File: src/rtl/core/dllr_pkg.sv
// Shared types and constants for the doubly linked record list core.
// Holds field widths, command and status codes, and the controller/datapath structs.
// No dependencies.
`default_nettype none

package dllr_pkg;

  localparam int CAPACITY = 16;
  localparam int SLOT_W   = (CAPACITY > 1) ? $clog2(CAPACITY) : 1;
  localparam int IDX_W    = $clog2(CAPACITY + 1);

  localparam int CMD_W    = 3;
  localparam int KEY_W    = 7;
  localparam int SEX_W    = 8;
  localparam int POS_W    = 5;
  localparam int STATUS_W = 2;
  localparam int COUNT_W  = 5;
  localparam int CMP_W    = (IDX_W > POS_W) ? IDX_W : POS_W;

  localparam logic [IDX_W-1:0] NULL_IDX = IDX_W'(CAPACITY);

  typedef logic [CMD_W-1:0]    cmd_t;
  typedef logic [STATUS_W-1:0] status_t;

  localparam cmd_t CMD_INS_HEAD  = 3'd0;
  localparam cmd_t CMD_INS_TAIL  = 3'd1;
  localparam cmd_t CMD_INS_AFTER = 3'd2;
  localparam cmd_t CMD_DEL_HEAD  = 3'd3;
  localparam cmd_t CMD_DEL_TAIL  = 3'd4;
  localparam cmd_t CMD_DEL_AT    = 3'd5;
  localparam cmd_t CMD_SEARCH    = 3'd6;
  localparam cmd_t CMD_NOP       = 3'd7;

  localparam status_t ST_DONE    = 2'd0;
  localparam status_t ST_FULL    = 2'd1;
  localparam status_t ST_EMPTY   = 2'd2;
  localparam status_t ST_BAD_POS = 2'd3;

  // Controller to datapath
  typedef struct packed {
    logic load_in;     // latch the accepted command
    logic check;       // latch the range/full/empty status
    logic walk_start;  // read the head node
    logic walk_step;   // advance to the next node
    logic hit_latch;   // capture the current node and its links
    logic ld_head_pt;  // insert point is before the head
    logic ins_a;       // write the new node
    logic ins_b;       // patch the neighbors and the head
    logic del;         // unlink the captured node
    logic set_found;   // search hit
    logic load_out;    // move the result to the output register
  } dp_ctrl_t;

  // Datapath to controller
  typedef struct packed {
    cmd_t    cmd;
    status_t err_status;
    logic    empty;
    logic    pos_hit;
    logic    next_null;
    logic    key_hit;
    logic    out_busy;
  } dp_stat_t;

endpackage

`default_nettype wire

File: src/rtl/core/doubly_linked_record_list_core.sv
// Top level of the doubly linked record list core.
// Depends on dllr_pkg, dllr_controller and dllr_datapath.
//
// Ordered list of up to CAPACITY (16) records, each a 7-bit roll key and an 8-bit
// sex code, with one status transfer per command transfer. A command is taken
// only when the previous one has finished its work; its result goes into an
// output register so the next command can be taken while the result waits.
// Insert at head (and insert at tail on an empty list) needs no walk; rejected
// commands and the unused code go straight to the result. Delete head, delete
// tail, delete at, insert tail, insert after and search walk the links one node
// per cycle from the head up to the node reached (the last node for tail
// commands, the match or the last node for search), at most CAPACITY nodes. A
// stalled result holds the next result back until the output register is free.
// A new record goes into the lowest free slot. No clearing pass is needed after
// reset.
`default_nettype none

module doubly_linked_record_list_core (
  input  wire logic        clk,
  input  wire logic        rst,
  input  wire logic        s_axis_tvalid,
  output logic             s_axis_tready,
  // [2:0] command, [9:3] roll_key, [17:10] sex_code, [22:18] position, [23] zero
  input  wire logic [23:0] s_axis_tdata,
  output logic             m_axis_tvalid,
  input  wire logic        m_axis_tready,
  // [1:0] status, [2] found, [7:3] node_count
  output logic [7:0]       m_axis_tdata
);
  import dllr_pkg::*;

  dp_ctrl_t            ctrl;
  dp_stat_t            stat;
  status_t             out_status;
  logic                out_found;
  logic [COUNT_W-1:0]  out_node_count;

  dllr_controller u_ctrl (
    .clk      (clk),
    .rst      (rst),
    .in_valid (s_axis_tvalid),
    .in_ready (s_axis_tready),
    .ctrl     (ctrl),
    .stat     (stat)
  );

  dllr_datapath u_dp (
    .clk            (clk),
    .rst            (rst),
    .ctrl           (ctrl),
    .stat           (stat),
    .in_command     (s_axis_tdata[2:0]),
    .in_roll_key    (s_axis_tdata[9:3]),
    .in_sex_code    (s_axis_tdata[17:10]),
    .in_position    (s_axis_tdata[22:18]),
    .out_valid      (m_axis_tvalid),
    .out_ready      (m_axis_tready),
    .out_status     (out_status),
    .out_found      (out_found),
    .out_node_count (out_node_count)
  );

  assign m_axis_tdata = {out_node_count, out_found, out_status};

endmodule

`default_nettype wire

File: src/rtl/core/dllr_ram.sv
// Generic single-write, single-read RAM with registered read data.
// Used for the node record and link stores. No dependencies.
`default_nettype none

module dllr_ram #(
  parameter int WIDTH = 8,
  parameter int DEPTH = 16
) (
  input  wire logic                             clk,
  input  wire logic                             we,
  input  wire logic [$clog2(DEPTH)-1:0]         waddr,
  input  wire logic [WIDTH-1:0]                 wdata,
  input  wire logic                             re,
  input  wire logic [$clog2(DEPTH)-1:0]         raddr,
  output logic      [WIDTH-1:0]                 rdata
);

  logic [WIDTH-1:0] mem [DEPTH];

  always_ff @(posedge clk) begin
    if (we) begin
      mem[waddr] <= wdata;
    end
    if (re) begin
      rdata <= mem[raddr];
    end
  end

endmodule

`default_nettype wire

File: src/rtl/core/dllr_datapath.sv
// Datapath of the list core: node stores, head, count, free map, walk pointer,
// checks and the output register. Depends on dllr_pkg and dllr_ram.
`default_nettype none

module dllr_datapath (
  input  wire logic                          clk,
  input  wire logic                          rst,
  input  wire dllr_pkg::dp_ctrl_t            ctrl,
  output dllr_pkg::dp_stat_t                 stat,
  input  wire dllr_pkg::cmd_t                in_command,
  input  wire logic [dllr_pkg::KEY_W-1:0]    in_roll_key,
  input  wire logic [dllr_pkg::SEX_W-1:0]    in_sex_code,
  input  wire logic [dllr_pkg::POS_W-1:0]    in_position,
  output logic                               out_valid,
  input  wire logic                          out_ready,
  output dllr_pkg::status_t                  out_status,
  output logic                               out_found,
  output logic [dllr_pkg::COUNT_W-1:0]       out_node_count
);
  import dllr_pkg::*;

  // latched command
  cmd_t              cmd;
  logic [KEY_W-1:0]  key;
  logic [SEX_W-1:0]  sex;
  logic [POS_W-1:0]  pos;

  // list state
  logic [IDX_W-1:0]    head;
  logic [IDX_W-1:0]    count;
  logic [CAPACITY-1:0] free_map;

  // walk and edit registers
  logic [IDX_W-1:0] cur;
  logic [IDX_W-1:0] idx;
  logic [IDX_W-1:0] w;
  logic [IDX_W-1:0] n;
  logic [IDX_W-1:0] p;
  logic [IDX_W-1:0] t;
  status_t          status;
  logic             found;

  logic [SLOT_W-1:0]      free_slot;
  logic [IDX_W-1:0]       free_idx;
  logic                   rd_en;
  logic [IDX_W-1:0]       rd_idx;
  logic [KEY_W+SEX_W-1:0] rec_rdata;
  logic [IDX_W-1:0]       next_rdata;
  logic [IDX_W-1:0]       prev_rdata;
  logic                   next_we;
  logic [IDX_W-1:0]       next_widx;
  logic [IDX_W-1:0]       next_wdata;
  logic                   prev_we;
  logic [IDX_W-1:0]       prev_widx;
  logic [IDX_W-1:0]       prev_wdata;

  logic             empty;
  logic             full;
  logic             pos_ok;
  logic [CMP_W-1:0] pos_c;
  logic [CMP_W-1:0] count_c;
  logic [CMP_W-1:0] target_c;
  status_t          err_status;

  function automatic logic valid_idx(input logic [IDX_W-1:0] x);
    return x < NULL_IDX;
  endfunction

  // lowest free slot wins
  always_comb begin
    free_slot = '0;
    for (int i = CAPACITY - 1; i >= 0; i--) begin
      if (free_map[i]) begin
        free_slot = SLOT_W'(i);
      end
    end
  end
  assign free_idx = IDX_W'(free_slot);

  // checks on the latched command
  assign pos_c   = CMP_W'(pos);
  assign count_c = CMP_W'(count);
  assign empty   = (count == '0);
  assign full    = (count == NULL_IDX);
  assign pos_ok  = (pos_c != '0) && (pos_c <= count_c);

  always_comb begin
    err_status = ST_DONE;
    case (cmd) inside
      CMD_INS_HEAD, CMD_INS_TAIL: begin
        if (full) err_status = ST_FULL;
      end
      CMD_INS_AFTER: begin
        if (empty)        err_status = ST_EMPTY;
        else if (!pos_ok) err_status = ST_BAD_POS;
        else if (full)    err_status = ST_FULL;
      end
      CMD_DEL_HEAD, CMD_DEL_TAIL, CMD_SEARCH: begin
        if (empty) err_status = ST_EMPTY;
      end
      CMD_DEL_AT: begin
        if (empty)        err_status = ST_EMPTY;
        else if (!pos_ok) err_status = ST_BAD_POS;
      end
      default: err_status = ST_DONE;
    endcase
  end

  // delete head walks to position one
  assign target_c = (cmd == CMD_DEL_HEAD) ? CMP_W'(1) : pos_c;

  assign stat.cmd        = cmd;
  assign stat.err_status = err_status;
  assign stat.empty      = empty;
  assign stat.pos_hit    = (CMP_W'(idx) == target_c);
  assign stat.next_null  = !valid_idx(next_rdata);
  assign stat.key_hit    = (rec_rdata[KEY_W-1:0] == key);
  assign stat.out_busy   = out_valid && !out_ready;

  // read port: head on start, follow the link on each step
  assign rd_en  = ctrl.walk_start || ctrl.walk_step;
  assign rd_idx = ctrl.walk_start ? head : next_rdata;

  // link write ports
  always_comb begin
    next_we    = 1'b0;
    next_widx  = free_idx;
    next_wdata = n;
    prev_we    = 1'b0;
    prev_widx  = free_idx;
    prev_wdata = w;
    if (ctrl.ins_a) begin
      next_we = 1'b1;
      prev_we = 1'b1;
    end else if (ctrl.ins_b) begin
      next_we    = valid_idx(w);
      next_widx  = w;
      next_wdata = t;
      prev_we    = valid_idx(n);
      prev_widx  = n;
      prev_wdata = t;
    end else if (ctrl.del) begin
      next_we    = valid_idx(p);
      next_widx  = p;
      next_wdata = n;
      prev_we    = valid_idx(n);
      prev_widx  = n;
      prev_wdata = p;
    end
  end

  dllr_ram #(.WIDTH(KEY_W + SEX_W), .DEPTH(CAPACITY)) u_rec_ram (
    .clk   (clk),
    .we    (ctrl.ins_a),
    .waddr (free_slot),
    .wdata ({sex, key}),
    .re    (rd_en),
    .raddr (rd_idx[SLOT_W-1:0]),
    .rdata (rec_rdata)
  );

  dllr_ram #(.WIDTH(IDX_W), .DEPTH(CAPACITY)) u_next_ram (
    .clk   (clk),
    .we    (next_we),
    .waddr (next_widx[SLOT_W-1:0]),
    .wdata (next_wdata),
    .re    (rd_en),
    .raddr (rd_idx[SLOT_W-1:0]),
    .rdata (next_rdata)
  );

  dllr_ram #(.WIDTH(IDX_W), .DEPTH(CAPACITY)) u_prev_ram (
    .clk   (clk),
    .we    (prev_we),
    .waddr (prev_widx[SLOT_W-1:0]),
    .wdata (prev_wdata),
    .re    (rd_en),
    .raddr (rd_idx[SLOT_W-1:0]),
    .rdata (prev_rdata)
  );

  // payload and walk registers
  always_ff @(posedge clk) begin
    if (ctrl.load_in) begin
      cmd <= in_command;
      key <= in_roll_key;
      sex <= in_sex_code;
      pos <= in_position;
    end
    if (ctrl.check) begin
      status <= err_status;
    end
    if (ctrl.walk_start) begin
      cur <= head;
      idx <= IDX_W'(1);
    end else if (ctrl.walk_step) begin
      cur <= next_rdata;
      idx <= idx + IDX_W'(1);
    end
    if (ctrl.hit_latch) begin
      w <= cur;
      n <= next_rdata;
      p <= prev_rdata;
    end else if (ctrl.ld_head_pt) begin
      w <= NULL_IDX;
      n <= head;
    end
    if (ctrl.ins_a) begin
      t <= free_idx;
    end
    if (ctrl.load_out) begin
      out_status     <= status;
      out_found      <= found;
      out_node_count <= COUNT_W'(count);
    end
  end

  // list state and output valid
  always_ff @(posedge clk) begin
    if (rst) begin
      head      <= NULL_IDX;
      count     <= '0;
      free_map  <= '1;
      found     <= 1'b0;
      out_valid <= 1'b0;
    end else begin
      if (ctrl.load_in) begin
        found <= 1'b0;
      end else if (ctrl.set_found) begin
        found <= 1'b1;
      end
      if (ctrl.ins_b) begin
        if (!valid_idx(w)) head <= t;
        free_map[t[SLOT_W-1:0]] <= 1'b0;
        count <= count + IDX_W'(1);
      end else if (ctrl.del) begin
        if (!valid_idx(p)) head <= n;
        free_map[w[SLOT_W-1:0]] <= 1'b1;
        count <= count - IDX_W'(1);
      end
      if (ctrl.load_out) begin
        out_valid <= 1'b1;
      end else if (out_ready) begin
        out_valid <= 1'b0;
      end
    end
  end

endmodule

`default_nettype wire

File: src/rtl/core/dllr_controller.sv
// Command sequencer of the list core: checks, link walk, node edits, result hand-off.
// Depends on dllr_pkg; drives dllr_datapath through dp_ctrl_t.
`default_nettype none

module dllr_controller (
  input  wire logic               clk,
  input  wire logic               rst,
  input  wire logic               in_valid,
  output logic                    in_ready,
  output dllr_pkg::dp_ctrl_t      ctrl,
  input  wire dllr_pkg::dp_stat_t stat
);
  import dllr_pkg::*;

  localparam logic [2:0] S_IDLE  = 3'd0;
  localparam logic [2:0] S_CHECK = 3'd1;
  localparam logic [2:0] S_START = 3'd2;
  localparam logic [2:0] S_WALK  = 3'd3;
  localparam logic [2:0] S_INS1  = 3'd4;
  localparam logic [2:0] S_INS2  = 3'd5;
  localparam logic [2:0] S_DEL   = 3'd6;
  localparam logic [2:0] S_RESP  = 3'd7;

  logic [2:0] state;
  logic [2:0] state_next;
  logic       hit;

  assign in_ready = (state == S_IDLE);

  // what ends the walk depends on the command
  always_comb begin
    case (stat.cmd) inside
      CMD_INS_TAIL, CMD_DEL_TAIL: hit = stat.next_null;
      CMD_SEARCH:                 hit = stat.key_hit;
      default:                    hit = stat.pos_hit;
    endcase
  end

  always_comb begin
    ctrl       = '0;
    state_next = state;
    unique case (state)
      S_IDLE: begin
        if (in_valid) begin
          ctrl.load_in = 1'b1;
          state_next   = S_CHECK;
        end
      end
      S_CHECK: begin
        ctrl.check = 1'b1;
        if (stat.err_status != ST_DONE || stat.cmd == CMD_NOP) begin
          state_next = S_RESP;
        end else if (stat.cmd == CMD_INS_HEAD
                     || (stat.cmd == CMD_INS_TAIL && stat.empty)) begin
          ctrl.ld_head_pt = 1'b1;
          state_next      = S_INS1;
        end else begin
          state_next = S_START;
        end
      end
      S_START: begin
        ctrl.walk_start = 1'b1;
        state_next      = S_WALK;
      end
      S_WALK: begin
        if (hit) begin
          ctrl.hit_latch = 1'b1;
          case (stat.cmd) inside
            CMD_SEARCH: begin
              ctrl.set_found = 1'b1;
              state_next     = S_RESP;
            end
            CMD_INS_TAIL, CMD_INS_AFTER: state_next = S_INS1;
            default:                     state_next = S_DEL;
          endcase
        end else if (stat.cmd == CMD_SEARCH && stat.next_null) begin
          state_next = S_RESP;
        end else begin
          ctrl.walk_step = 1'b1;
        end
      end
      S_INS1: begin
        ctrl.ins_a = 1'b1;
        state_next = S_INS2;
      end
      S_INS2: begin
        ctrl.ins_b = 1'b1;
        state_next = S_RESP;
      end
      S_DEL: begin
        ctrl.del   = 1'b1;
        state_next = S_RESP;
      end
      S_RESP: begin
        // hold until the output register frees up
        if (!stat.out_busy) begin
          ctrl.load_out = 1'b1;
          state_next    = S_IDLE;
        end
      end
      default: state_next = S_IDLE;
    endcase
  end

  always_ff @(posedge clk) begin
    if (rst) begin
      state <= S_IDLE;
    end else begin
      state <= state_next;
    end
  end

endmodule

`default_nettype wire

File: config.mk
export PLATFORM = sky130hd
export DESIGN_NAME = doubly_linked_record_list_core
export DESIGN_NICKNAME = d
export VERILOG_FILES = /design/src/rtl/core/dllr_pkg.sv /design/src/rtl/core/doubly_linked_record_list_core.sv /design/src/rtl/core/dllr_ram.sv /design/src/rtl/core/dllr_datapath.sv /design/src/rtl/core/dllr_controller.sv
export SDC_FILE = /design/constraint.sdc
export NUM_CORES = 1
export LEC_CHECK = 0
export BUFFER_PORTS_ARGS = -buffer_cell sky130_fd_sc_hd__buf_2
export CORE_MARGIN = 3
export CORE_UTILIZATION = 30
export CTS_CLUSTER_DIAMETER = 100
export DETAILED_ROUTE_END_ITERATION = 8
export PLACE_DENSITY = 0.48
export SETUP_SLACK_MARGIN = 0.3
export SYNTH_ARGS = -nofsm -noshare
export SYNTH_HDL_FRONTEND = slang
export SYNTH_SLANG_ARGS = --single-unit
File: constraint.sdc
create_clock -name clk -period 3.61 [get_ports clk]
set_input_delay 0.5415 -clock clk [delete_from_list [all_inputs] [get_ports clk]]
set_output_delay 0.5415 -clock clk [all_outputs]
set_load 0.01 [all_outputs]
After elaboration in Yosys (flattened, before gate mapping)
Memories as Yosys holds them, arrays and structs flattened. A register that Yosys moved wholly into a read port is not among the register bits.
Index checks and enable logic that the tools add are counted.
{"block": "totals", "ram_bits": 400, "elab_cells": 189, "ff_bits": 93, "memories": 3, "inputBits": 28}
{"block": "op_classes", "order_cmp": 9, "mux": 101, "n_reduce_logical": 28, "n_addsub": 3, "eq_ne": 22, "bitwise_logic": 3}
{"name": "u_dp.u_rec_ram.mem", "depth": 16, "word_bits": 15, "read_ports": 1, "rd_clocked_by_memory_dff": 1, "write_ports": 1, "line": "dllr_ram.sv:18", "rtl": "logic [WIDTH-1:0] mem [DEPTH];"}
{"name": "u_dp.u_next_ram.mem", "depth": 16, "word_bits": 5, "read_ports": 1, "rd_clocked_by_memory_dff": 1, "write_ports": 1, "line": "dllr_ram.sv:18"}
{"name": "u_dp.u_prev_ram.mem", "depth": 16, "word_bits": 5, "read_ports": 1, "rd_clocked_by_memory_dff": 1, "write_ports": 1, "line": "dllr_ram.sv:18"}
{"cell": "$mux 4", "count": 23}
{"cell": "$mux 5", "count": 18}
{"cell": "$mux 1", "count": 37}
{"cell": "$mux 16", "count": 2}
{"cell": "$eq 3x3->1 const B", "count": 8}
{"cell": "$mux 2", "count": 11}
{"cell": "$mux 3", "count": 7}
{"cell": "$pmux 3 s7", "count": 1}
{"cell": "$lt 5x5->1 const B", "count": 4}
{"cell": "$and 16x16->16", "count": 1}
{"cell": "$not 16->16", "count": 1}
{"cell": "$or 16x16->16", "count": 1}
{"cell": "$eq 3x2->1 const B", "count": 4}
{"cell": "$add 5x1->5 const B", "count": 2}
{"cell": "$lt 4x5->1 const B", "count": 2}
{"cell": "$reduce_bool 2->1", "count": 5}
{"cell": "$reduce_or 2->1", "count": 5}
{"cell": "$demux 1 s4", "count": 2}
{"cell": "$ge 4x1->1 const B", "count": 2}
{"cell": "$ne 2x2->1 const B", "count": 4}
{"cell": "$eq 7x7->1", "count": 1}
{"cell": "$eq 3x1->1 const B", "count": 2}
{"cell": "$logic_and 1x1->1", "count": 6}
{"cell": "$logic_not 3->1", "count": 2}
{"cell": "other kinds (11)", "count": 15}

Longest topological paths before layout
Gate-level depths: netlist of the first run.
{"block": "depth", "word_depth": 19, "mapped_depth": 11, "ltp_nobuf": 10}

Hierarchy
Synthesis of the first run repeated with hierarchy kept, for this count alone.
{"block": "hier_totals", "hier_cells": 1165, "area_unflattened_um2": 20905.0}
{"module": "dllr_ram at u_dp.u_rec_ram", "seq_area_each_um2": 7657.3, "cells_each": 406, "instances": 1, "area_each_um2": 9596.7}
{"module": "dllr_ram at u_dp.u_next_ram ...", "seq_area_each_um2": 2552.4, "cells_each": 155, "instances": 2, "area_each_um2": 3263.1}
{"module": "dllr_datapath", "seq_area_each_um2": 2372.3, "cells_each": 394, "instances": 1, "area_each_um2": 4394.2}
{"module": "dllr_controller", "seq_area_each_um2": 60.1, "cells_each": 54, "instances": 1, "area_each_um2": 380.4}
{"module": "doubly_linked_record_list_core", "seq_area_each_um2": 0.0, "cells_each": 1, "instances": 1, "area_each_um2": 7.5}

Worst setup path after synthesis of the first run
Ideal clock, no wire load.
{"block": "synth_timing", "path_type": "register to register", "startpoint": "register u_dp.free_map[0]", "endpoint": "memory u_dp.u_next_ram.mem[7][0] in the netlist's numbering (enable)", "required_ns": 3.235, "n_path_buf": 1, "stages_incl_launch_ff": 7, "slack_ns": 1.090, "setup_ns": 0.375, "t_arrival_ns": 2.145, "path_cell_list": "dfxtp_1 buf_6 or4_4 or3_4 a21oi_1 nand2_1 nor3b_1"}
{"block": "synth_between", "elab_chain_cells": 4}
{"item": "start: declaration", "line": "dllr_datapath.sv:31", "rtl": "logic [CAPACITY-1:0] free_map;"}
{"item": "start signal: assignment", "line": "dllr_datapath.sv:223", "rtl": "free_map <= '1;"}
{"item": "start signal: indexed assignment", "line": "dllr_datapath.sv:234", "rtl": "free_map[t[SLOT_W-1:0]] <= 1'b0;"}
{"item": "start signal: indexed assignment", "line": "dllr_datapath.sv:238", "rtl": "free_map[w[SLOT_W-1:0]] <= 1'b1;"}
{"item": "$mux 4 (*)", "line": "dllr_datapath.sv:73", "rtl": "if (free_map[i]) begin"}
{"item": "$mux 4", "line": "dllr_datapath.sv:142", "rtl": "end else if (ctrl.del) begin"}
{"item": "$mux 4", "line": "dllr_datapath.sv:135", "rtl": "end else if (ctrl.ins_b) begin"}
{"item": "$mux 4 (*)", "line": "dllr_datapath.sv:132", "rtl": "if (ctrl.ins_a) begin"}
{"item": "end: declaration", "line": "dllr_ram.sv:18"}
Mark *: on every way between the ends. The rest lies on a longest branch, timed or not.

Worst setup path after layout of the first run
{"block": "layout_timing", "startpoint": "register u_ctrl.state[0]", "endpoint": "memory u_dp.u_next_ram.mem[15][1] in the netlist's numbering (enable)"}
{"block": "layout_between", "elab_chain_cells": 7, "word_cells_on_any_way": 14, "classes_between": "eq/ne (3); mux (11)"}
{"item": "start: declaration", "line": "dllr_controller.sv:24", "rtl": "logic [2:0] state;"}
{"item": "start signal: assignment", "line": "dllr_controller.sv:109", "rtl": "state <= state_next;"}
{"item": "$eq 3x3->1", "line": "dllr_controller.sv:42", "rtl": "unique case (state)"}
{"item": "$mux 1", "line": "dllr_controller.sv:42"}
{"item": "$mux 1", "line": "dllr_datapath.sv:142"}
{"item": "$mux 1", "line": "dllr_datapath.sv:135"}
{"item": "$mux 1", "line": "dllr_datapath.sv:132"}
{"item": "$mux 1", "line": "dllr_ram.sv:21", "rtl": "if (we) begin"}
{"item": "$mux 1 (implied by the code)", "line": "dllr_ram.sv:22", "rtl": "mem[waddr] <= wdata;"}
Several ways; a longest one is shown, not always the timed one.

==> results_tabular.tex, run 1 <==
\begin{tabular}{lr}
\hline
Metric & Value \\
\hline
\multicolumn{2}{l}{\textbf{Timing}} \\
\quad Total Neg Setup Slack & 0 ns \\
\quad RSZ-0062 raised after global routing & no \\
\quad Post-Route Skew & $\sim$0.032 ns \\
\quad Highest attainable clock frequency & around 330 MHz \\
\quad Transition at the pin with the smallest max-transition slack & 0.861 ns \\
\quad Hold Fails Final Rpt & 0 \\
\quad Post-route fraction of the period consumed by the critical path & 84.6\% \\
\quad Number of max-slew violations in the final report & 0 \\
\quad Final setup violation count & 0 \\
\quad Tmin final & 3.05 ns \\
\quad Headroom to the max-slew limit & a little over two fifths \\
\multicolumn{2}{l}{\textbf{Layout}} \\
\quad Proportion of layout cells with a drive suffix above 1 & 13.9\% \\
\quad Final non-filler cell area & 0.0187 mm2 \\
\quad Area Growth Syn to Fin & 16.2\% \\
\quad Number of antenna repair diodes & 0 \\
\quad Final net count & 1,419 \\
\multicolumn{2}{l}{\textbf{Clock network}} \\
\quad Clock Latency Late Sink & approximately 0.57 ns \\
\quad Clock root cell & sky130\_fd\_sc\_hd\_\_clkbuf\_16 \\
\quad Clock Pin Slew Worst Setup and Hold Paths & roughly 0.060 ns \\
\quad \# clock sinks & 374 \\
\quad Post-CTS setup-driven buffer insertion count & 0 \\
\quad Post-CTS Resized & 0 \\
\quad H-tree Lvls & 2 \\
\quad Number of hold-repair buffers added at the cts stage & 0 \\
\quad TritonCTS clock tree & done \\
\quad CTS max path bufs & 3 \\
\quad CTS Buf Count & 43 \\
\multicolumn{2}{l}{\textbf{Synth}} \\
\quad Most common cell in the netlist & sky130\_fd\_sc\_hd\_\_edfxtp\_1 \\
\quad Biggest area consumer among synthesized cells & sky130\_fd\_sc\_hd\_\_edfxtp\_1 \\
\quad Avg Inst Size Synth & 12.3 um2 \\
\quad Yosys Warn Count & 0 \\
\quad Leading cell types by total area after synthesis & sky130\_fd\_sc\_hd\_\_edfxtp\_1 (63\%), sky130\_fd\_sc\_hd\_\_nand2\_1 (6.9\%), sky130\_fd\_sc\_hd\_\_dfxtp\_1 (4.5\%) \\
\quad Area fraction of the dominant cell type after synthesis & a little over three fifths \\
\quad Cell area after synthesis & 0.0161 mm2 \\
\quad Share of synthesized registers carrying an async set or reset & 0\% \\
\quad Number of enable-type register cells in the synthesized netlist & 338 \\
\quad Top FF cell, synth & sky130\_fd\_sc\_hd\_\_edfxtp\_1 \\
\quad Yosys reg bits & 374 \\
\quad Number of standard cells after synthesis & between 1k and 1.5k \\
\quad Top post-synthesis cells by count & sky130\_fd\_sc\_hd\_\_edfxtp\_1 (338), sky130\_fd\_sc\_hd\_\_nand2\_1 (295), sky130\_fd\_sc\_hd\_\_nand3\_1 (78) \\
\quad Number of distinct library cells after synthesis & 77 \\
\quad Sequential area share after synthesis & 67.6\% \\
\quad Post-synthesis net count & 1,342 \\
\multicolumn{2}{l}{\textbf{Drt}} \\
\quad Antenna viol nets, final & 0 \\
\quad First-pass iteration count of the detailed router & 5 \\
\quad DRC marker count from the first detailed-route iteration & just over 800 \\
\quad Per-cell routed wire length & 18.8 um \\
\quad Mean number of vias per cell & 4.92 \\
\quad Total wire length after detailed routing & between 30,000 and 40,000 um \\
\quad DRC violations left & 0 \\
\quad Total vias in the final route & roughly 10k \\
\multicolumn{2}{l}{\textbf{Worst setup path}} \\
\quad Class of the most critical setup path & flop to flop \\
\quad CP bufs+invs & 3 \\
\quad Crit-path leading delay family & simple AND/OR/NAND/NOR gates \\
\quad Most numerous cell on the critical path & sky130\_fd\_sc\_hd\_\_buf\_4 \\
\quad Maximum fanout count along the critical path & 12 \\
\quad Kind of start point of the critical path & flop \\
\quad Type of element capturing the critical path & flop \\
\quad Required time worst endpoint & 3.78 ns \\
\quad Worst reg-to-reg setup slack & 0.56 ns \\
\quad Library cell contributing the largest single delay on the critical path & sky130\_fd\_sc\_hd\_\_nor3b\_1 \\
\quad Crit-path cells & nor2b\_1 > buf\_4 > o21ai\_0 > buf\_4 > a21boi\_0 > buf\_4 > nor3b\_1 \\
\quad Delay of the slowest cell on the worst path & 0.68 ns \\
\quad Arrival time of the worst setup path & $\sim$3.2 ns \\
\multicolumn{2}{l}{\textbf{Flow run}} \\
\quad Number of maximum-capacitance violations & 0 \\
\multicolumn{2}{l}{\textbf{Floorplanning}} \\
\quad Initial Utilization & 30.5\% \\
\quad Die Outline Area & around 0.056 mm2 \\
\quad I/O Pins & 38 \\
\quad Die Height & 237 um \\
\quad Core Area & 0.0528 mm2 \\
\quad Die X & 237 um \\
\quad Cell row count & 84 \\
\multicolumn{2}{l}{\textbf{Global route}} \\
\quad Initial antenna violation count & 0 \\
\quad Number of global-route vias before repair & 10.1k \\
\quad Overall routing resource usage & between 10 and 15\% \\
\quad Congestion Overflow GR & 0 \\
\quad Global-route wire length before repair & around 61,000 um \\
\quad Maximum number of pins on one net before global-route repair & about 100 \\
\multicolumn{2}{l}{\textbf{Placement}} \\
\quad Number of port buffers & 28 \\
\quad HPWL Detailed & 25,700 um \\
\quad Area after detailed placement & about 0.017 mm2 \\
\quad Routability cong. & 0.790 \\
\multicolumn{2}{l}{\textbf{Power}} \\
\quad Reported leakage power & 6.63 nW \\
\quad Max rail drop VDD & $\sim$0.00038 V \\
\quad Power per cell area & just over 700 mW/mm2 \\
\multicolumn{2}{l}{\textbf{Min path}} \\
\quad Class of the tightest hold or removal check & primary input to flop \\
\multicolumn{2}{l}{\textbf{Status}} \\
\quad Status & finished, final reports clean \\
\hline
\end{tabular}
[layout make-up]
class / instances / area (um2)
tap: 688 / 861
timing repair buffer: 100 / 743
clock buffer: 54 / 1170
fill: 5189 / 34100
inverter: 29 / 111
multi-input combinational: 833 / 4740
sequential: 374 / 10900
clock inverter: 22 / 180
[through the flow]
stage	utilization, %	worst slack (ns)	hold WS (ns)	total power [mW]	std cells
2_1_floorplan	-	1.09	0.400	7.93	1304
3_3_place_gp	32.8	0.634	0.404	9.18	2024
3_5_place_dp	32.8	0.615	0.405	9.21	2024
4_1_cts	35.4	0.560	0.102	13.4	2100
5_1_grt	35.4	0.372	0.126	14.0	2100
6_report	35.4	0.557	0.149	13.2	2100
[worst reg2reg max path, stage by stage (launching register included)]
cell and delay [ns]:
sky130_fd_sc_hd__dfxtp_1 0.55, sky130_fd_sc_hd__nor2b_1 0.39, sky130_fd_sc_hd__buf_4 0.20, sky130_fd_sc_hd__o21ai_0 0.14
sky130_fd_sc_hd__buf_4 0.20, sky130_fd_sc_hd__a21boi_0 0.24, sky130_fd_sc_hd__buf_4 0.24, sky130_fd_sc_hd__nor3b_1 0.69
[layer usage]
| layer | up-vias | global-route usage [%] | share of wire (%) |
|---|---|---|---|
| met1 | 5099 | 19.8 | 48 |
| li1 | 4960 | - | - |
| met2 | 224 | 22.3 | 46 |
| met5 | - | 0 | 0 |
| met4 | 0 | 4.54 | 2.1 |
| met3 | 53 | 1.96 | 4.1 |
[power breakdown]
part | leakage, nW | internal (mW) | switching [mW] | total [mW]
combinational | 2.60 | 1.22 | 2.34 | 3.56
sequential | 3.36 | 5.29 | 0.223 | 5.52
clock | 0.668 | 2.44 | 1.72 | 4.16
total | 6.63 | 8.95 | 4.28 | 13.2
[sequential cells by signal (all words and copies together), names as in the netlist, 7 cells and up]
register	flops
u_dp.u_rec_ram.mem	112
u_dp.u_next_ram.mem	80
u_dp.u_prev_ram.mem	80
u_dp.free_map	16
u_dp.key	7
u_dp.u_rec_ram.rdata	7
[cell usage in the layout (no fill, tap or decap), types with 7 or more instances in the layout]
cell type,instances
sky130_fd_sc_hd__nand2_1,295
sky130_fd_sc_hd__clkinv_2,12
sky130_fd_sc_hd__nand3_1,78
sky130_fd_sc_hd__inv_1,25
sky130_fd_sc_hd__mux2i_1,62
sky130_fd_sc_hd__nor3b_1,13
sky130_fd_sc_hd__clkbuf_1,7
sky130_fd_sc_hd__a32oi_1,17
sky130_fd_sc_hd__dfxtp_1,36
sky130_fd_sc_hd__nor2_1,66
sky130_fd_sc_hd__clkbuf_16,44
sky130_fd_sc_hd__nor3_1,17
sky130_fd_sc_hd__a21oi_1,38
sky130_fd_sc_hd__ha_1,9
sky130_fd_sc_hd__edfxtp_1,338
sky130_fd_sc_hd__a31oi_1,8
sky130_fd_sc_hd__and2_1,8
sky130_fd_sc_hd__buf_4,67
sky130_fd_sc_hd__buf_2,28
sky130_fd_sc_hd__xor2_1,8
sky130_fd_sc_hd__nand2b_1,16
sky130_fd_sc_hd__o21ai_0,61
sky130_fd_sc_hd__o211ai_1,10
sky130_fd_sc_hd__nor2b_1,7
sky130_fd_sc_hd__o221ai_1,18
[kinds of logic after synthesis]
kind of cell / synth area share (%)
AND/OR/NAND/NOR: 15.0
flip-flops: 67.6
AO/OA/AOI/OAI: 8.45
buffers and inverters: 3.01
multiplexers: 4.34
XOR/XNOR: 0.708
adder cells (fa/ha/maj): 0.825
[final timing paths]
kind	from	to	cells after the start
setup / recovery	u_ctrl.state[0]$_SDFFE_PP0P_	u_dp.u_next_ram.mem[15][1]$_DFFE_PP_	7
hold / removal	s_axis_tdata[3]	u_dp.key[0]$_DFFE_PP_	1
setup reg to reg	u_ctrl.state[0]$_SDFFE_PP0P_	u_dp.u_next_ram.mem[15][1]$_DFFE_PP_	7
hold reg to reg	u_dp.status[1]$_DFFE_PP_	u_dp.out_status[1]$_DFFE_PP_	0
No activity file was read; power rests on OpenSTA's default activity.
==> run 2: changes to the inputs <==
ABC_AREA = 1   (was default)
PLACE_DENSITY = 0.5   (was 0.48)
clock period = 2.8 ns   (was 3.61 ns; I/O delays follow)
==> run 2 against run 1 <==
  * Cell count increased by 1.8%
  * Sequential share of layout area hardly changed
  * Non-clock buffer count is 18 higher
  * Largest power group unchanged
  * Clock skew shrank 0.014 ns
  * Design area barely moved
  * Sequential cell count did not move
==> results_tabular.tex, run 2 <==
\begin{tabular}{lr}
\hline
Metric & Value \\
\hline
\multicolumn{2}{l}{\textbf{Timing}} \\
\quad Highest attainable clock frequency & 417 MHz \\
\quad Hold Fails Final Rpt & 0 \\
\quad Number of max-slew violations in the final report & 0 \\
\quad Transition at the pin with the smallest max-transition slack & $\sim$0.79 ns \\
\quad Total Neg Setup Slack & 0 ns \\
\quad Post-route worst setup slack & 0.401 ns \\
\quad Post-Route Skew & 0.0185 ns \\
\quad Post-route fraction of the period consumed by the critical path & 85.7\% \\
\quad Tmin final & approximately 2.4 ns \\
\quad Worst Hold Slack & 0.0528 ns \\
\quad Final setup violation count & 0 \\
\quad Headroom to the max-slew limit & between 40 and 50\% \\
\quad RSZ-0062 raised after global routing & yes \\
\multicolumn{2}{l}{\textbf{Layout}} \\
\quad Number of antenna repair diodes & 0 \\
\quad Highest-count cells in the layout ignoring fill and taps & sky130\_fd\_sc\_hd\_\_edfxtp\_1 (338), sky130\_fd\_sc\_hd\_\_nor2\_1 (212), sky130\_fd\_sc\_hd\_\_o21ai\_0 (145), sky130\_fd\_sc\_hd\_\_nand2\_1 (121), sky130\_fd\_sc\_hd\_\_inv\_1 (83) \\
\quad Count of fill cells added during filler insertion & 5,069 \\
\quad Most common library cell in the layout ignoring fill and taps & sky130\_fd\_sc\_hd\_\_edfxtp\_1 \\
\quad Largest register FFs & 112 \\
\quad Final net count & 1,467 \\
\quad Largest registers in the final layout & u\_dp.u\_rec\_ram.mem x112, u\_dp.u\_next\_ram.mem x80, u\_dp.u\_prev\_ram.mem x80 \\
\quad Largest register by flop count & u\_dp.u\_rec\_ram.mem \\
\quad Area Growth Syn to Fin & 18.9\% \\
\quad Proportion of layout cells with a drive suffix above 1 & between 10\% and 20\% \\
\multicolumn{2}{l}{\textbf{Drt}} \\
\quad DRC violations left & 0 \\
\quad Mean number of vias per cell & 4.91 \\
\quad Total wire length after detailed routing & 39,500 um \\
\quad DRC marker count from the first detailed-route iteration & roughly 840 \\
\quad Total vias in the final route & 10.5k \\
\quad Antenna viol nets, final & 0 \\
\quad First-pass iteration count of the detailed router & 7 \\
\quad Per-cell routed wire length & 18.5 um \\
\multicolumn{2}{l}{\textbf{Synth}} \\
\quad Top post-synthesis cells by count & sky130\_fd\_sc\_hd\_\_edfxtp\_1 (338), sky130\_fd\_sc\_hd\_\_nor2\_1 (224), sky130\_fd\_sc\_hd\_\_o21ai\_0 (151) \\
\quad Yosys reg bits & 374 \\
\quad Post-synthesis net count & $\sim$1.4k \\
\quad Most common cell in the netlist & sky130\_fd\_sc\_hd\_\_edfxtp\_1 \\
\quad Number of distinct library cells after synthesis & 40 \\
\quad Number of enable-type register cells in the synthesized netlist & 338 \\
\quad Area fraction of the dominant cell type after synthesis & 64.6\% \\
\quad Sequential area share after synthesis & 69.2\% \\
\quad Biggest area consumer among synthesized cells & sky130\_fd\_sc\_hd\_\_edfxtp\_1 \\
\quad Leading cell types by total area after synthesis & sky130\_fd\_sc\_hd\_\_edfxtp\_1 (65\%), sky130\_fd\_sc\_hd\_\_nor2\_1 (5.4\%), sky130\_fd\_sc\_hd\_\_o21ai\_0 (4.8\%) \\
\quad Number of standard cells after synthesis & 1,329 \\
\quad Avg Inst Size Synth & 11.8 um2 \\
\quad Share of synthesized registers carrying an async set or reset & 0\% \\
\quad Top FF cell, synth & sky130\_fd\_sc\_hd\_\_edfxtp\_1 \\
\quad Cell area after synthesis & 0.0157 mm2 \\
\quad Yosys Warn Count & 0 \\
\multicolumn{2}{l}{\textbf{Floorplanning}} \\
\quad Die Height & 235 um \\
\quad Die Outline Area & 0.0551 mm2 \\
\quad Core Area & 0.0515 mm2 \\
\quad I/O Pins & 38 \\
\quad Initial Utilization & 30.5\% \\
\quad Die X & about 230 um \\
\quad Cell row count & 83 \\
\multicolumn{2}{l}{\textbf{Power}} \\
\quad Part of the total power dissipated in combinational logic & 31.3\% \\
\quad Max rail drop VDD & 0.000548 V \\
\quad Clock power share & around 30\% \\
\quad Power per cell area & 991 mW/mm2 \\
\quad Switching power total & 6.44 mW \\
\quad Fraction of power spent switching nets & between 30\% and 40\% \\
\quad Sequential cell fraction of total power & 38.7\% \\
\quad Internal power summed over all cells & 12.1 mW \\
\quad Reported leakage power & 6.40 nW \\
\multicolumn{2}{l}{\textbf{Global route}} \\
\quad Initial antenna violation count & 0 \\
\quad Maximum number of pins on one net before global-route repair & 77 \\
\quad Number of global-route vias before repair & 10.3k \\
\quad Congestion Overflow GR & 0 \\
\quad Global-route wire length before repair & 60,500 um \\
\quad Overall routing resource usage & 13.9\% \\
\multicolumn{2}{l}{\textbf{Clock network}} \\
\quad TritonCTS clock tree & done \\
\quad Clock Pin Slew Worst Setup and Hold Paths & approximately 0.060 ns \\
\quad Clock Latency Late Sink & approximately 0.54 ns \\
\quad \# clock sinks & 374 \\
\quad Number of hold-repair buffers added at the cts stage & 0 \\
\quad CTS Buf Count & 41 \\
\quad Clock root cell & sky130\_fd\_sc\_hd\_\_clkbuf\_16 \\
\quad H-tree Lvls & 2 \\
\quad CTS max path bufs & 3 \\
\multicolumn{2}{l}{\textbf{Placement}} \\
\quad Number of port buffers & 28 \\
\quad HPWL Detailed & 25,100 um \\
\quad Worst setup slack after placement & 0.293 ns \\
\quad Routability cong. & between 0.8 and 0.9 \\
\multicolumn{2}{l}{\textbf{Worst setup path}} \\
\quad Type of element capturing the critical path & flop \\
\quad Class of the most critical setup path & flop to flop \\
\quad Required time worst endpoint & 3.20 ns \\
\quad Kind of start point of the critical path & flop \\
\quad Arrival time of the worst setup path & 2.80 ns \\
\quad Maximum fanout count along the critical path & 54 \\
\multicolumn{2}{l}{\textbf{Flow run}} \\
\quad Number of maximum-capacitance violations & 0 \\
\multicolumn{2}{l}{\textbf{Status}} \\
\quad Status & finished, final reports clean \\
\multicolumn{2}{l}{\textbf{Min path}} \\
\quad Class of the tightest hold or removal check & primary input to flop \\
\hline
\end{tabular}
run 2: cell types whose count changed in the layout (fill, tap and decap cells not counted), sizes merged, moves of 17 or more:
cell and change:
inv +68, nand2 -166, nor2 +162, o21ai +123
o221ai +36, mux2i -64, buf +18, o211ai +22
a32oi -17
run 2: kinds of logic after synthesis:
| kind of cell | Yosys count | synth area share [%] |
|---|---|---|
| and+or+nand+nor | 458 | 12.3 |
| adders and majority gates | 10 | 0.845 |
| AOI/OAI and AO/OA | 318 | 12.4 |
| buffers and inverters | 157 | 4.63 |
| DFF | 374 | 69.2 |
| xor gates and xnor gates | 12 | 0.669 |
run 2: worst paths after layout:
check	slack (ns)	end	startpoint	cells past startpoint
worst min-delay path	0.05	u_dp.key[6]$_DFFE_PP_	s_axis_tdata[9]	1
worst max register to register	0.40	u_dp.u_next_ram.rdata[0]$_DFFE_PP_	u_ctrl.state[0]$_SDFFE_PP0P_	11
worst min register to register	0.42	u_dp.out_status[1]$_DFFE_PP_	u_dp.status[1]$_DFFE_PP_	0
worst max-delay path	0.40	u_dp.u_next_ram.rdata[0]$_DFFE_PP_	u_ctrl.state[0]$_SDFFE_PP0P_	11
run 2: layout make-up:
class | instances | area, um2 | area share [%]
Inverter | 96 | 370 | 1.98
Tap cell | 680 | 851 | 4.56
Multi-Input combinational cell | 798 | 4300 | 23.0
Sequential cell | 374 | 10900 | 58.2
Timing Repair Buffer | 118 | 918 | 4.92
Clock buffer | 45 | 1040 | 5.57
Clock inverter | 27 | 327 | 1.75
run 2: timing repair:
action | 4_1_cts | 5_1_grt
pin swaps | 0 | 1
resized for setup | 2 | 53
hold endpoints to repair | 0 | 0
gates cloned | 0 | 1
setup endpoints to repair | 6 | 217
setup buffers | 0 | 2
run 2: metrics by stage:
step           utilization, %  power, mW  instances  cell area, um2
6_report                 36.3       18.5       2138           18700
5_1_grt                  36.3       19.6       2138           18700
4_1_cts                  35.8       18.6       2135           18500
3_5_place_dp             33.2       13.0       2063           17100
3_3_place_gp             33.2       12.9       2063           17100
2_1_floorplan               -       11.0       1329           15700
run 2: routing by layer:
metal / vias up / part of all wire, % / global-route usage [%]
met4: 0 / 3.5 / 5.66
met3: 76 / 4.9 / 2.21
met2: 241 / 46 / 21.8
met5: - / 0 / 0
li1: 5022 / - / -
met1: 5159 / 46 / 19.3
run 2: power by group through the flow:
stage | combinational [mW] | clock [mW] | sequential [mW]
after floorplan | 3.70 | 0 | 7.30
after global placement | 5.60 | 0 | 7.29
after detailed placement | 5.68 | 0 | 7.30
after CTS | 5.71 | 5.67 | 7.18
after global routing | 6.44 | 5.91 | 7.21
final | 5.80 | 5.54 | 7.17
run 2: worst max-delay path, cell delays in order, from the launching register on:
cell and delay, ns:
sky130_fd_sc_hd__dfxtp_1 0.45, sky130_fd_sc_hd__nor2_2 0.07, sky130_fd_sc_hd__inv_2 0.13, sky130_fd_sc_hd__nor2_8 0.09, sky130_fd_sc_hd__or2_2 0.30, sky130_fd_sc_hd__o21ai_4 0.09, sky130_fd_sc_hd__buf_12 0.30, sky130_fd_sc_hd__buf_4 0.22
sky130_fd_sc_hd__o21ai_0 0.09, sky130_fd_sc_hd__o22ai_1 0.26, sky130_fd_sc_hd__o211ai_1 0.16, sky130_fd_sc_hd__nand2_1 0.09
